<file path="src/rtl/dmr_pkg.sv">
// Shared types and constants for the dual receive unit block.
// No dependencies; imported by dmr_unit and dual_midi_receiver_with_fifo.
package dmr_pkg;

  // action codes on the request channel
  localparam logic [1:0] ACT_READ  = 2'd0;
  localparam logic [1:0] ACT_WRITE = 2'd1;
  localparam logic [1:0] ACT_RX    = 2'd2;

  // register select, offset bits 1:0
  localparam logic [1:0] REG_STATUS = 2'd0;
  localparam logic [1:0] REG_CTRL   = 2'd1;
  localparam logic [1:0] REG_DATA   = 2'd3;

  localparam logic [7:0] STATUS_BASE = 8'hC0;
  localparam int         CTRL_BIT    = 0;

  // per-unit command for one accepted beat
  typedef struct packed {
    logic       read;
    logic       push;
    logic [1:0] reg_sel;
    logic [7:0] rx_byte;
  } unit_cmd_t;

  // per-unit response: read data from before the beat, pending flag after it
  typedef struct packed {
    logic [7:0] read_data;
    logic       pending;
    logic       overflow;
  } unit_rsp_t;

endpackage

</file>
<file path="src/rtl/dmr_req_if.sv">
// Request channel: valid/ready handshake with one bus access or received byte.
// No dependencies.
interface dmr_req_if;
  logic       valid;
  logic       ready;
  logic [1:0] action;
  logic [2:0] offset;
  logic [7:0] write_data;
  logic       rx_unit;
  logic [7:0] rx_byte;

  modport source (output valid, action, offset, write_data, rx_unit, rx_byte,
                  input ready);
  modport sink   (input valid, action, offset, write_data, rx_unit, rx_byte,
                  output ready);
endinterface

</file>
<file path="src/rtl/dmr_rsp_if.sv">
// Response channel: valid/ready handshake with one result per request beat.
// No dependencies.
interface dmr_rsp_if;
  logic       valid;
  logic       ready;
  logic [7:0] read_data;
  logic       irq;
  logic       overflow;
  logic       drive_select;
  logic       disk_side;

  modport source (output valid, read_data, irq, overflow, drive_select, disk_side,
                  input ready);
  modport sink   (input valid, read_data, irq, overflow, drive_select, disk_side,
                  output ready);
endinterface

</file>
<file path="src/rtl/dmr_ram.sv">
// Generic single-port-write, single-port-read RAM with registered read data.
// No dependencies.
module dmr_ram #(
  parameter int WIDTH = 8,
  parameter int DEPTH = 256
) (
  input  logic                     clk,
  input  logic                     we,
  input  logic [$clog2(DEPTH)-1:0] waddr,
  input  logic [WIDTH-1:0]         wdata,
  input  logic [$clog2(DEPTH)-1:0] raddr,
  output logic [WIDTH-1:0]         rdata
);

  logic [WIDTH-1:0] mem [DEPTH];

  always_ff @(posedge clk) begin
    if (we) begin
      mem[waddr] <= wdata;
    end
    rdata <= mem[raddr];
  end

endmodule

</file>
<file path="src/rtl/dmr_unit.sv">
// One receive unit: byte FIFO (RAM plus head register) feeding the data register.
// Depends on dmr_pkg and dmr_ram.
module dmr_unit import dmr_pkg::*; #(
  parameter int FIFO_DEPTH = 256
) (
  input  logic      clk,
  input  logic      rst,
  input  unit_cmd_t cmd,
  output unit_rsp_t rsp
);

  localparam int AW = $clog2(FIFO_DEPTH);
  localparam int CW = $clog2(FIFO_DEPTH + 1);

  logic [AW-1:0] wr_ptr, wr_ptr_next, rd_ptr, rd_ptr_next;
  logic [CW-1:0] cnt, cnt_next;
  logic [7:0]    head, head_next, ram_q, data, data_next;
  logic          head_vld, head_vld_next;
  logic          fetch_pend, fetch_pend_next;   // head byte sits on ram_q
  logic          full, full_next, pending, pending_next;

  logic       avail, mem_empty, fifo_full, do_push, refill, consume, fetch, mem_we;
  logic       pend_a, full_a;
  logic [7:0] head_data;

  dmr_ram #(.WIDTH(8), .DEPTH(FIFO_DEPTH)) u_ram (
    .clk   (clk),
    .we    (mem_we),
    .waddr (wr_ptr),
    .wdata (cmd.rx_byte),
    .raddr (rd_ptr),
    .rdata (ram_q)
  );

  function automatic logic [AW-1:0] ptr_inc(input logic [AW-1:0] p);
    return (p == AW'(FIFO_DEPTH - 1)) ? '0 : p + 1'b1;
  endfunction

  always_comb begin
    avail     = head_vld | fetch_pend;
    head_data = fetch_pend ? ram_q : head;
    mem_empty = (rd_ptr == wr_ptr);
    fifo_full = (cnt == CW'(FIFO_DEPTH));
    do_push   = cmd.push & ~fifo_full;

    pend_a = pending & ~(cmd.read & (cmd.reg_sel == REG_STATUS));
    full_a = full & ~(cmd.read & (cmd.reg_sel == REG_DATA));
    refill = ~pend_a & ~full_a & ((cmd.read & avail) | do_push);
    consume = refill & avail;

    head_next       = head;
    head_vld_next   = head_vld;
    fetch_pend_next = 1'b0;
    fetch           = 1'b0;
    mem_we          = 1'b0;

    if (consume) begin
      if (do_push && mem_empty) begin
        head_next     = cmd.rx_byte;
        head_vld_next = 1'b1;
      end else if (!mem_empty) begin
        fetch           = 1'b1;
        fetch_pend_next = 1'b1;
        head_vld_next   = 1'b0;
        mem_we          = do_push;
      end else begin
        head_vld_next = 1'b0;
      end
    end else begin
      if (fetch_pend) begin
        head_next     = ram_q;
        head_vld_next = 1'b1;
      end
      if (do_push) begin
        if (avail) begin
          mem_we = 1'b1;
        end else if (!refill) begin
          head_next     = cmd.rx_byte;
          head_vld_next = 1'b1;
        end
      end
    end

    wr_ptr_next  = mem_we ? ptr_inc(wr_ptr) : wr_ptr;
    rd_ptr_next  = fetch ? ptr_inc(rd_ptr) : rd_ptr;
    cnt_next     = cnt + CW'(do_push) - CW'(refill);
    data_next    = refill ? (avail ? head_data : cmd.rx_byte) : data;
    full_next    = refill | full_a;
    pending_next = refill | pend_a;

    rsp.read_data = '0;
    if (cmd.read) begin
      unique case (cmd.reg_sel)
        REG_STATUS: rsp.read_data = STATUS_BASE | {7'd0, full};
        REG_DATA:   rsp.read_data = data;
        default:    rsp.read_data = '0;
      endcase
    end
    rsp.pending  = pending_next;
    rsp.overflow = cmd.push & fifo_full;
  end

  always_ff @(posedge clk) begin
    if (rst) begin
      wr_ptr     <= '0;
      rd_ptr     <= '0;
      cnt        <= '0;
      head_vld   <= 1'b0;
      fetch_pend <= 1'b0;
      full       <= 1'b0;
      pending    <= 1'b0;
      data       <= '0;
    end else begin
      wr_ptr     <= wr_ptr_next;
      rd_ptr     <= rd_ptr_next;
      cnt        <= cnt_next;
      head_vld   <= head_vld_next;
      fetch_pend <= fetch_pend_next;
      full       <= full_next;
      pending    <= pending_next;
      data       <= data_next;
    end
    head <= head_next;
  end

  // head byte is present exactly when the FIFO holds anything
  a_head_avail: assert property (@(posedge clk) disable iff (rst)
    (head_vld | fetch_pend) == (cnt != '0))
    else $error("head presence disagrees with count");

  // RAM holds everything but the head
  a_mem_count: assert property (@(posedge clk) disable iff (rst)
    mem_empty == (cnt == CW'(head_vld | fetch_pend)))
    else $error("RAM pointers disagree with count");

  a_refill_sets: assert property (@(posedge clk) disable iff (rst)
    refill |=> (pending && full))
    else $error("refill did not set pending and full");

  a_ovf_hold: assert property (@(posedge clk) disable iff (rst)
    (cmd.push && fifo_full) |=> (cnt == CW'(FIFO_DEPTH)))
    else $error("dropped byte changed FIFO count");

endmodule

</file>
<file path="src/rtl/dual_midi_receiver_with_fifo.sv">
// Dual receive unit with byte FIFOs. A result is valid in the cycle after its
// beat is accepted. Throughput: one beat per cycle; the output register
// takes the next result in the cycle the current one is taken, so req.ready
// only drops while a result waits. Reset clears pointers, counts, flags, data
// registers and control latches at once; FIFO RAM contents are not cleared.
// Depends on dmr_pkg, dmr_req_if, dmr_rsp_if, dmr_unit.
module dual_midi_receiver_with_fifo import dmr_pkg::*; #(
  parameter int FIFO_DEPTH = 256
) (
  input  logic  clk,
  input  logic  rst,
  dmr_req_if.sink   req,
  dmr_rsp_if.source rsp
);

  unit_cmd_t cmd [2];
  unit_rsp_t ursp [2];
  logic      accept;
  logic      sel_latch, sel_latch_next, side_latch, side_latch_next;

  assign req.ready = ~rsp.valid | rsp.ready;
  assign accept    = req.valid & req.ready;

  for (genvar u = 0; u < 2; u++) begin : g_unit
    always_comb begin
      cmd[u].read    = accept && (req.action == ACT_READ) && (req.offset[2] == 1'(u));
      cmd[u].push    = accept && (req.action == ACT_RX) && (req.rx_unit == 1'(u));
      cmd[u].reg_sel = req.offset[1:0];
      cmd[u].rx_byte = req.rx_byte;
    end

    dmr_unit #(.FIFO_DEPTH(FIFO_DEPTH)) u_unit (
      .clk (clk),
      .rst (rst),
      .cmd (cmd[u]),
      .rsp (ursp[u])
    );
  end

  always_comb begin
    sel_latch_next  = sel_latch;
    side_latch_next = side_latch;
    if (accept && (req.action == ACT_WRITE) && (req.offset[1:0] == REG_CTRL)) begin
      if (req.offset[2]) begin
        side_latch_next = req.write_data[CTRL_BIT];
      end else begin
        sel_latch_next = req.write_data[CTRL_BIT];
      end
    end
  end

  always_ff @(posedge clk) begin
    if (rst) begin
      rsp.valid  <= 1'b0;
      sel_latch  <= 1'b0;
      side_latch <= 1'b0;
    end else begin
      sel_latch  <= sel_latch_next;
      side_latch <= side_latch_next;
      if (accept) begin
        rsp.valid <= 1'b1;
      end else if (rsp.ready) begin
        rsp.valid <= 1'b0;
      end
    end
    if (accept) begin
      rsp.read_data    <= ursp[0].read_data | ursp[1].read_data;
      rsp.irq          <= ursp[0].pending | ursp[1].pending;
      rsp.overflow     <= ursp[0].overflow | ursp[1].overflow;
      rsp.drive_select <= sel_latch_next;
      rsp.disk_side    <= side_latch_next;
    end
  end

  a_ctrl_write: assert property (@(posedge clk) disable iff (rst)
    (accept && (req.action == ACT_WRITE) && (req.offset == {1'b0, REG_CTRL}))
    |=> (rsp.drive_select == $past(req.write_data[CTRL_BIT])))
    else $error("drive select not latched from control write");

  a_side_write: assert property (@(posedge clk) disable iff (rst)
    (accept && (req.action == ACT_WRITE) && (req.offset == {1'b1, REG_CTRL}))
    |=> (rsp.disk_side == $past(req.write_data[CTRL_BIT])))
    else $error("disk side not latched from control write");

  // a waiting result holds still until taken
  a_rsp_hold: assert property (@(posedge clk) disable iff (rst)
    (rsp.valid && !rsp.ready)
    |=> (rsp.valid && $stable(rsp.read_data) && $stable(rsp.irq) && $stable(rsp.overflow)))
    else $error("result changed while waiting");

endmodule
</file>
<file path="src/flat_wrapper.sv">
// flat-port wrapper written by rule: the top's interface ports become plain ports
module dual_midi_receiver_with_fifo_flat import dmr_pkg::*;
#(
  parameter int FIFO_DEPTH = 256
)
  (clk, rst, req_valid, req_action, req_offset, req_write_data, req_rx_unit, req_rx_byte, req_ready, rsp_valid, rsp_read_data, rsp_irq, rsp_overflow, rsp_drive_select, rsp_disk_side, rsp_ready);
  dmr_req_if req_i ();
  dmr_rsp_if rsp_i ();
  input  logic clk;
  input  logic rst;
  input wire logic [$bits(req_i.valid)-1:0] req_valid;
  input wire logic [$bits(req_i.action)-1:0] req_action;
  input wire logic [$bits(req_i.offset)-1:0] req_offset;
  input wire logic [$bits(req_i.write_data)-1:0] req_write_data;
  input wire logic [$bits(req_i.rx_unit)-1:0] req_rx_unit;
  input wire logic [$bits(req_i.rx_byte)-1:0] req_rx_byte;
  output wire logic [$bits(req_i.ready)-1:0] req_ready;
  output wire logic [$bits(rsp_i.valid)-1:0] rsp_valid;
  output wire logic [$bits(rsp_i.read_data)-1:0] rsp_read_data;
  output wire logic [$bits(rsp_i.irq)-1:0] rsp_irq;
  output wire logic [$bits(rsp_i.overflow)-1:0] rsp_overflow;
  output wire logic [$bits(rsp_i.drive_select)-1:0] rsp_drive_select;
  output wire logic [$bits(rsp_i.disk_side)-1:0] rsp_disk_side;
  input wire logic [$bits(rsp_i.ready)-1:0] rsp_ready;
  assign req_i.valid = req_valid;
  assign req_i.action = req_action;
  assign req_i.offset = req_offset;
  assign req_i.write_data = req_write_data;
  assign req_i.rx_unit = req_rx_unit;
  assign req_i.rx_byte = req_rx_byte;
  assign req_ready = req_i.ready;
  assign rsp_valid = rsp_i.valid;
  assign rsp_read_data = rsp_i.read_data;
  assign rsp_irq = rsp_i.irq;
  assign rsp_overflow = rsp_i.overflow;
  assign rsp_drive_select = rsp_i.drive_select;
  assign rsp_disk_side = rsp_i.disk_side;
  assign rsp_i.ready = rsp_ready;
  dual_midi_receiver_with_fifo #(.FIFO_DEPTH(FIFO_DEPTH)) u_core (.clk(clk), .rst(rst), .req(req_i), .rsp(rsp_i));
endmodule
</file>
<file path="config.mk">
export PLATFORM = sky130hd
export DESIGN_NAME = dual_midi_receiver_with_fifo_flat
export DESIGN_NICKNAME = d
export VERILOG_FILES = /design/src/rtl/dmr_pkg.sv /design/src/rtl/dmr_req_if.sv /design/src/rtl/dmr_rsp_if.sv /design/src/rtl/dmr_ram.sv /design/src/rtl/dmr_unit.sv /design/src/rtl/dual_midi_receiver_with_fifo.sv /design/src/flat_wrapper.sv
export SDC_FILE = /design/constraint.sdc
export NUM_CORES = 2
export LEC_CHECK = 0
export BUFFER_PORTS_ARGS = -buffer_cell sky130_fd_sc_hd__buf_2
export CAP_MARGIN = 30
export CORE_MARGIN = 2
export CORE_UTILIZATION = 57
export CTS_CLUSTER_DIAMETER = 120
export DETAILED_ROUTE_END_ITERATION = 6
export PLACE_DENSITY = 0.73
export SLEW_MARGIN = 20
export SYNTH_ARGS = -nofsm -noshare
export SYNTH_HDL_FRONTEND = slang
export SYNTH_SLANG_ARGS = --single-unit
</file>
<file path="constraint.sdc">
create_clock -name clk -period 9.9 [get_ports clk]
set_input_delay 0.99 -clock clk [delete_from_list [all_inputs] [get_ports clk]]
set_output_delay 0.99 -clock clk [all_outputs]
set_load 0.005 [all_outputs]
</file>
### Word level (Yosys, flattened, before mapping)

Memory sizes are Yosys's and may differ from the RTL's. A register that Yosys moved wholly into a read port is not among the register bits.
Index checks and enable logic that the tools add are counted.

* RAM bits: 4096
* logic and storage cells: 169
* output and inout port bits: 14
* input port bits: 26
* flip-flop bits (word level): 105
* memories: 2

* add/sub/neg operators: 8
* bitwise operators: 46
* equality and inequality tests: 14
* mux-type cells: 60
* reduce and logical (&&, ||, !) cells: 13

Memories
* u_core.g_unit[0].u_unit.u_ram.mem: depth 256, width 8, read ports 1, clocked after Yosys merged registers in 1, wr ports 1, line dmr_ram.sv:15 `logic [WIDTH-1:0] mem [DEPTH];`
* u_core.g_unit[1].u_unit.u_ram.mem: depth 256, width 8, read ports 1, clocked after Yosys merged registers in 1, wr ports 1, line dmr_ram.sv:15

Operators by type and width (number)
* two-way mux 8 bit: 20
* two-way mux 1 bit: 38
* adder 8 x 1 -> 8 bit, second input constant: 4
* equality test 8 bit, second input constant: 4
* one-hot mux 8 bit (2 select lines): 2
* AND 1 bit: 21
* adder 9 x 1 -> 9 bit: 2
* equality test 9 bit, second input constant: 2
* subtractor 9 x 1 -> 9 bit: 2
* equality test 8 bit: 2
* inverter 1 bit: 13
* bitwise OR 1 bit: 11
* logical AND 1 bit: 10
* bitwise OR 8 bit: 1
* equality test 2 x 1 -> 1 bit, second input constant: 2
* equality test 2 bit, second input constant: 2
* zero test 2 bit: 2
* != test 2 x 1 -> 1 bit, second input constant: 2
* nonzero test 2 bit: 1

### Longest topological paths before layout

* depth in word-level cells: 15
* mapped depth: 23
* mapped depth without buffers: 22

### Hierarchy

Synthesis repeated with hierarchy kept, for this count alone.

* cells, all modules: 8160
* area total of the unflattened synthesis: 165262.2 um^2

By module, submodules not included
* dmr_ram: times used 2, area each 79556.3 um^2, cells an instance 3733, sequential area each 61659.1 um^2
* dmr_unit: times used 2, area each 2758.9 um^2, cells an instance 324, sequential area each 980.9 um^2
* dual_midi_receiver_with_fifo: times used 1, area each 631.9 um^2, cells an instance 46, sequential area each 420.4 um^2

### Worst setup path before layout

No wires, ideal clock.

* path type: input -> register
* start: in rsp_ready
* end: reg u_core.g_unit[0].u_unit.cnt[8]
* path buffers: 1
* slack: 5.750 ns
* setup time: 0.132 ns
* required time: 9.768 ns
* data arrival time: 4.018 ns
* cell stages on the path: 21
* cell sequence: nand2b_1 -> nand4b_1 -> nor3_2 -> inv_1 -> o21ai_0 -> nand3_1 -> clkbuf_1 -> inv_1 -> ha_1 -> inv_1 -> ha_1 -> inv_1 -> fa_1 -> nand2b_1 -> a21oi_1 -> o21ai_0 -> a21oi_1 -> o21ai_0 -> a21oi_1 -> or3_1 -> a21oi_1

* longest elaborated chain between the ends: 11
* elaborated cells on any way between the ends: 21
* classes of those cells: 2 x add/sub; 15 x bitwise; 4 x reduce/logical

RTL lines
* from (decl): line flat_wrapper.sv:24 `input wire logic [$bits(rsp_i.ready)-1:0] rsp_ready;`
* bitwise OR 1 bit (*): line dual_midi_receiver_with_fifo.sv:21 `assign req.ready = ~rsp.valid | rsp.ready;`
* AND 1 bit (*): line dual_midi_receiver_with_fifo.sv:22 `assign accept = req.valid & req.ready;`
* branches (longest 8 deep; another with adder 9 x 1 -> 9 bit)
* subtractor 9 x 1 -> 9 bit (*): line dmr_unit.sv:86 `cnt_next = cnt + CW'(do_push) - CW'(refill);`
* to (signal assigned): line dmr_unit.sv:116 `cnt <= cnt_next;`
* to (decl): line dmr_unit.sv:16 `logic [CW-1:0] cnt, cnt_next;`

Every way passes the cells marked *.
A chain may end at the register's enable or synchronous reset.

### Worst setup path after layout

* start: reg u_core.g_unit[0].u_unit.cnt[4]
* end: mem u_core.g_unit[0].u_unit.u_ram.mem[236][4] (enable)

* longest elaborated chain between the ends: 9
* elaborated cells on any way between the ends: 13
* classes of those cells: 1 x eq/ne; 6 x mux; 5 x bitwise; 1 x reduce/logical

RTL lines
* equality test 9 bit (*): line dmr_unit.sv:43 `fifo_full = (cnt == CW'(FIFO_DEPTH));`
* inverter 1 bit (*): line dmr_unit.sv:44 `do_push = cmd.push & ~fifo_full;`
* AND 1 bit (*): line dmr_unit.sv:44
* bitwise OR 1 bit: line dmr_unit.sv:48 `refill = ~pend_a & ~full_a & ((cmd.read & avail) | do_push);`
* AND 1 bit: line dmr_unit.sv:48
* AND 1 bit: line dmr_unit.sv:49 `consume = refill & avail;`
* two-way mux 1 bit (*): line dmr_unit.sv:57 `if (consume) begin`
* two-way mux 1 bit (*): line dmr_ram.sv:18 `if (we) begin`
* two-way mux 1 bit (implied by the code) (*): line dmr_ram.sv:19 `mem[waddr] <= wdata;`
* to (decl): line dmr_ram.sv:15

Mark *: on every way between the ends. The rest lies on a longest branch, timed or not.

==> results_dict.tcl <==
set metrics [dict create \
    cts_setup_buffers 0 \
    skew_ps 45.2 \
    drc 30 \
    postCtsHoldBufs 0 \
    drive_gt1_frac 0.222 \
    htree_levels 5 \
    tightest_slew_ps 1260 \
    yosys_warnings 0 \
    synth_compound_area_frac 0.0271 \
    reg2reg_depth 11 \
    cp_cell_sequence "inv_1, ha_1, and4b_1, and3_1, nor3_2, inv_1, nor2_1, o21ai_1, nor3b_1, nand3_1, nor2_1" \
    start_util 0.572 \
    hp-start "req_valid" \
    setup_tns_ps 0 \
    min_path_type "input pin to flop" \
    setup_viol 0 \
    power_density_nw_per_um2 195 \
    postSynthAreaPerCell_um2 20.8 \
    holdPathStages 3 \
    start_kind "flop" \
    layoutNonFillerInstCount 12179 \
    nets 8132 \
    ant_nets 0 \
    via_count 82534 \
    dieArea_um2 293000 \
    ff2ff_setup_slack_ps 5060 \
    synthSimpleGateAreaFrac 0.0273 \
    synthesis.nets 7990 \
    grt_pass1_wl_mm 584 \
    cp_max_fo 16 \
    drt_pass1_iterations 7 \
    max_freq_mhz 207 \
    grtUsageTotal 0.276 \
    ys_async_sr_fraction 0 \
    r2r-start "u_core.g_unit[0].u_unit.cnt[4]$_SDFF_PP0_" \
    placed_area_um2 169000 \
    antenna_found_initial 12 \
    final_util 0.632 \
    slowest_stage "nor2_1" \
    totalWireLength_mm 406 \
    status "finished, violations left" \
    timing.final.crit_share 0.489 \
    gp_congestion 0.902 \
    grt_pass1_vias 81497 \
    synth-edff-count 4124 \
    cts_tree "done" \
    holdWs_ps 345 \
    io_buffer_count 32 \
    grt_overflow 0 \
    boundaryPins 40 \
    final_common_cell "edfxtp_1" \
    drtIter0Drc 12649 \
    via_per_inst 6.78 \
    arrival_ps 5370 \
    slew_violations 0 \
    reg2reg_to "u_core.g_unit[0].u_unit.u_ram.mem[236][4]$_DFFE_PP_" \
    die_x_um 542 \
    syn_inst 7925 \
    cp.required_ps 10430 \
    hold_viol_final 0 \
    period_needed_ps 4840 \
    cts_resized 0 \
    grt_setup_unrepaired "no" \
    ys_types 74 \
    power_leakage_nw 54.4 \
    avgRoutedWirePerCell_um 33.4 \
    cts.root.buffer_cell "clkbuf_16" \
    path_class "flop to flop" \
    synthesis.area_um2 165000 \
    clk_latency_ps 930 \
    synth_xor_area_frac 0.00260 \
    numCtsBuffers 396 \
    mostFrequentLayoutCells "edfxtp_1, mux4_2, nor2_1" \
    clockBufferDepth 4 \
    synth-adder-area-share 0.00305 \
    path_clk_slew_ps 60 \
    final_area_um2 182000 \
    synthMuxAreaShare 0.161 \
    row_count 197 \
    peakVddDrop_uv 180 \
    violations "DRC" \
    synthFlopType "edfxtp_1" \
    coreArea_um2 288000 \
    seq_area_frac_synth 0.763 \
    synth_seq_cells 4217 \
    cp-end-kind "flop" \
    syn2layout_area_growth_pct 10.4 \
    dp_cells 11445 \
    maxCapViolations 0 \
    max_slew_margin 0.157 \
    slowest_delay_ps 1010 \
    dp_hpwl_mm 240 \
    cts_num_sinks 4217 \
    die_h_um 542 \
    hold_path_end "u_core.rsp.valid$_SDFFE_PP0P_" \
    grt_max_degree 207 \
    synth_top_family_by_area "multiplexers" \
]
[cells in the mapped netlist, types with 15 or more instances]
cell type / count / share of area
a21oi_1: 170 / 0.0052
nand3_1: 43 / 0.0013
o22ai_1: 28 / 0.0011
a31oi_1: 18 / 0.00068
nor3_1: 26 / 0.00079
buf_6: 47 / 0.0032
nand4_1: 23 / 0.00087
a22oi_1: 71 / 0.0032
a222oi_1: 15 / 0.00091
and3_1: 20 / 0.00076
nand2_1: 203 / 0.0046
xnor2_1: 27 / 0.0014
a221oi_1: 76 / 0.0040
clkbuf_1: 205 / 0.0047
buf_4: 61 / 0.0028
a211oi_1: 25 / 0.0011
and2_1: 17 / 0.00065
o221ai_1: 29 / 0.0015
o21ai_0: 108 / 0.0033
mux4_2: 1020 / 0.14
xor2_1: 22 / 0.0012
ha_1: 37 / 0.0028
mux2_2: 33 / 0.0023
edfxtp_1: 4124 / 0.75
nor2_1: 664 / 0.015
buf_2: 123 / 0.0037
nor2b_1: 25 / 0.00095
inv_1: 48 / 0.0011
o211ai_1: 27 / 0.0012
mux2i_1: 317 / 0.019
buf_1: 29 / 0.00066
dfxtp_1: 93 / 0.011
[routing by layer]
metal | global-route usage | vias up | share of wire
met1 | 0.384 | 43190 | 0.37
met5 | 0 | - | 0.00014
met4 | 0.121 | 6 | 0.052
met3 | 0.0531 | 978 | 0.10
li1 | - | 33144 | -
met2 | 0.432 | 5216 | 0.48
[critical path: cells and delay by family, from the launching register on]
| kind | cells | cell delay (ps) |
|---|---|---|
| AND/OR/NAND/NOR | 7 | 3380 |
| flip-flops | 1 | 330 |
| AO/OA/AOI/OAI | 1 | 290 |
| buffers and inverters | 2 | 240 |
| adder cells (fa/ha/maj) | 1 | 190 |
[cells by family (layout without fill, tap and decap cells)]
kind of cell / count (synthesis) / in the layout
xor+xnor: 49 / 49
compound gates: 660 / 660
buf+inv: 516 / 983
fa+ha+maj: 39 / 39
other cells: 0 / 6
flops: 4217 / 4217
mux: 1370 / 1370
simple gates: 1074 / 1074
[worst max-delay path by stage]
stage                                                   startpoint                                                  end  slack [ps]  cells after the start
floorplan                                                rsp_ready            u_core.g_unit[0].u_unit.cnt[8]$_SDFF_PP0_        5750                     21
finish                   u_core.g_unit[0].u_unit.cnt[4]$_SDFF_PP0_  u_core.g_unit[0].u_unit.u_ram.mem[236][4]$_DFFE_PP_        5060                     11
CTS                 u_core.g_unit[1].u_unit.rd_ptr[0]$_SDFFE_PP0P_       u_core.g_unit[1].u_unit.u_ram.rdata[0]$_DFF_P_        5040                      7
detailed placement                                       rsp_ready  u_core.g_unit[0].u_unit.u_ram.mem[235][5]$_DFFE_PP_        4450                     10
global route             u_core.g_unit[1].u_unit.cnt[6]$_SDFF_PP0_            u_core.g_unit[1].u_unit.cnt[8]$_SDFF_PP0_        4920                     19
global placement                                         rsp_ready   u_core.g_unit[0].u_unit.u_ram.mem[16][4]$_DFFE_PP_        4290                     10
[state kept, by name, indices dropped and copies added (netlist names)]
name and flops:
u_core.rsp.overflow 1, u_core.g_unit.u_unit.head_vld 2, u_core.g_unit.u_unit.cnt 18, u_core.rsp.irq 1
u_core.rsp.disk_side 1, u_core.g_unit.u_unit.u_ram.mem 4096, u_core.sel_latch 1, u_core.g_unit.u_unit.wr_ptr 16
u_core.side_latch 1, u_core.rsp.valid 1, u_core.rsp.drive_select 1, u_core.g_unit.u_unit.data 16
u_core.g_unit.u_unit.pending 2, u_core.g_unit.u_unit.rd_ptr 16, u_core.g_unit.u_unit.u_ram.rdata 16, u_core.g_unit.u_unit.head 16
u_core.rsp.read_data 8, u_core.g_unit.u_unit.full 2, u_core.g_unit.u_unit.fetch_pend 2
[per-stage QoR]
stage	total power, mW	worst slack, ps
after floorplan	20.3	5750
after global placement	20.6	4290
after detailed placement	20.7	4450
after CTS	35.6	5040
after global routing	36.3	4920
final	35.5	5060
[final cells by class]
type	instances	area (µm²)
Sequential cell	4217	126000
Antenna cell	6	15.0
Clock buffer	492	10400
Inverter	51	203
Tap cell	3781	4730
Timing Repair Buffer	209	1900
Multi-Input combinational cell	3192	36500
Clock inverter	231	2440
Fill cell	18743	106000
[power by group]
group | total [mW] | leakage [nW] | switching (mW) | internal [mW]
Sequential | 19.7 | 37.9 | 0.0273 | 19.6
Combinational | 0.617 | 10.3 | 0.454 | 0.162
Clock | 15.2 | 6.27 | 6.48 | 8.73
No activity file was read; power rests on OpenSTA's default activity.
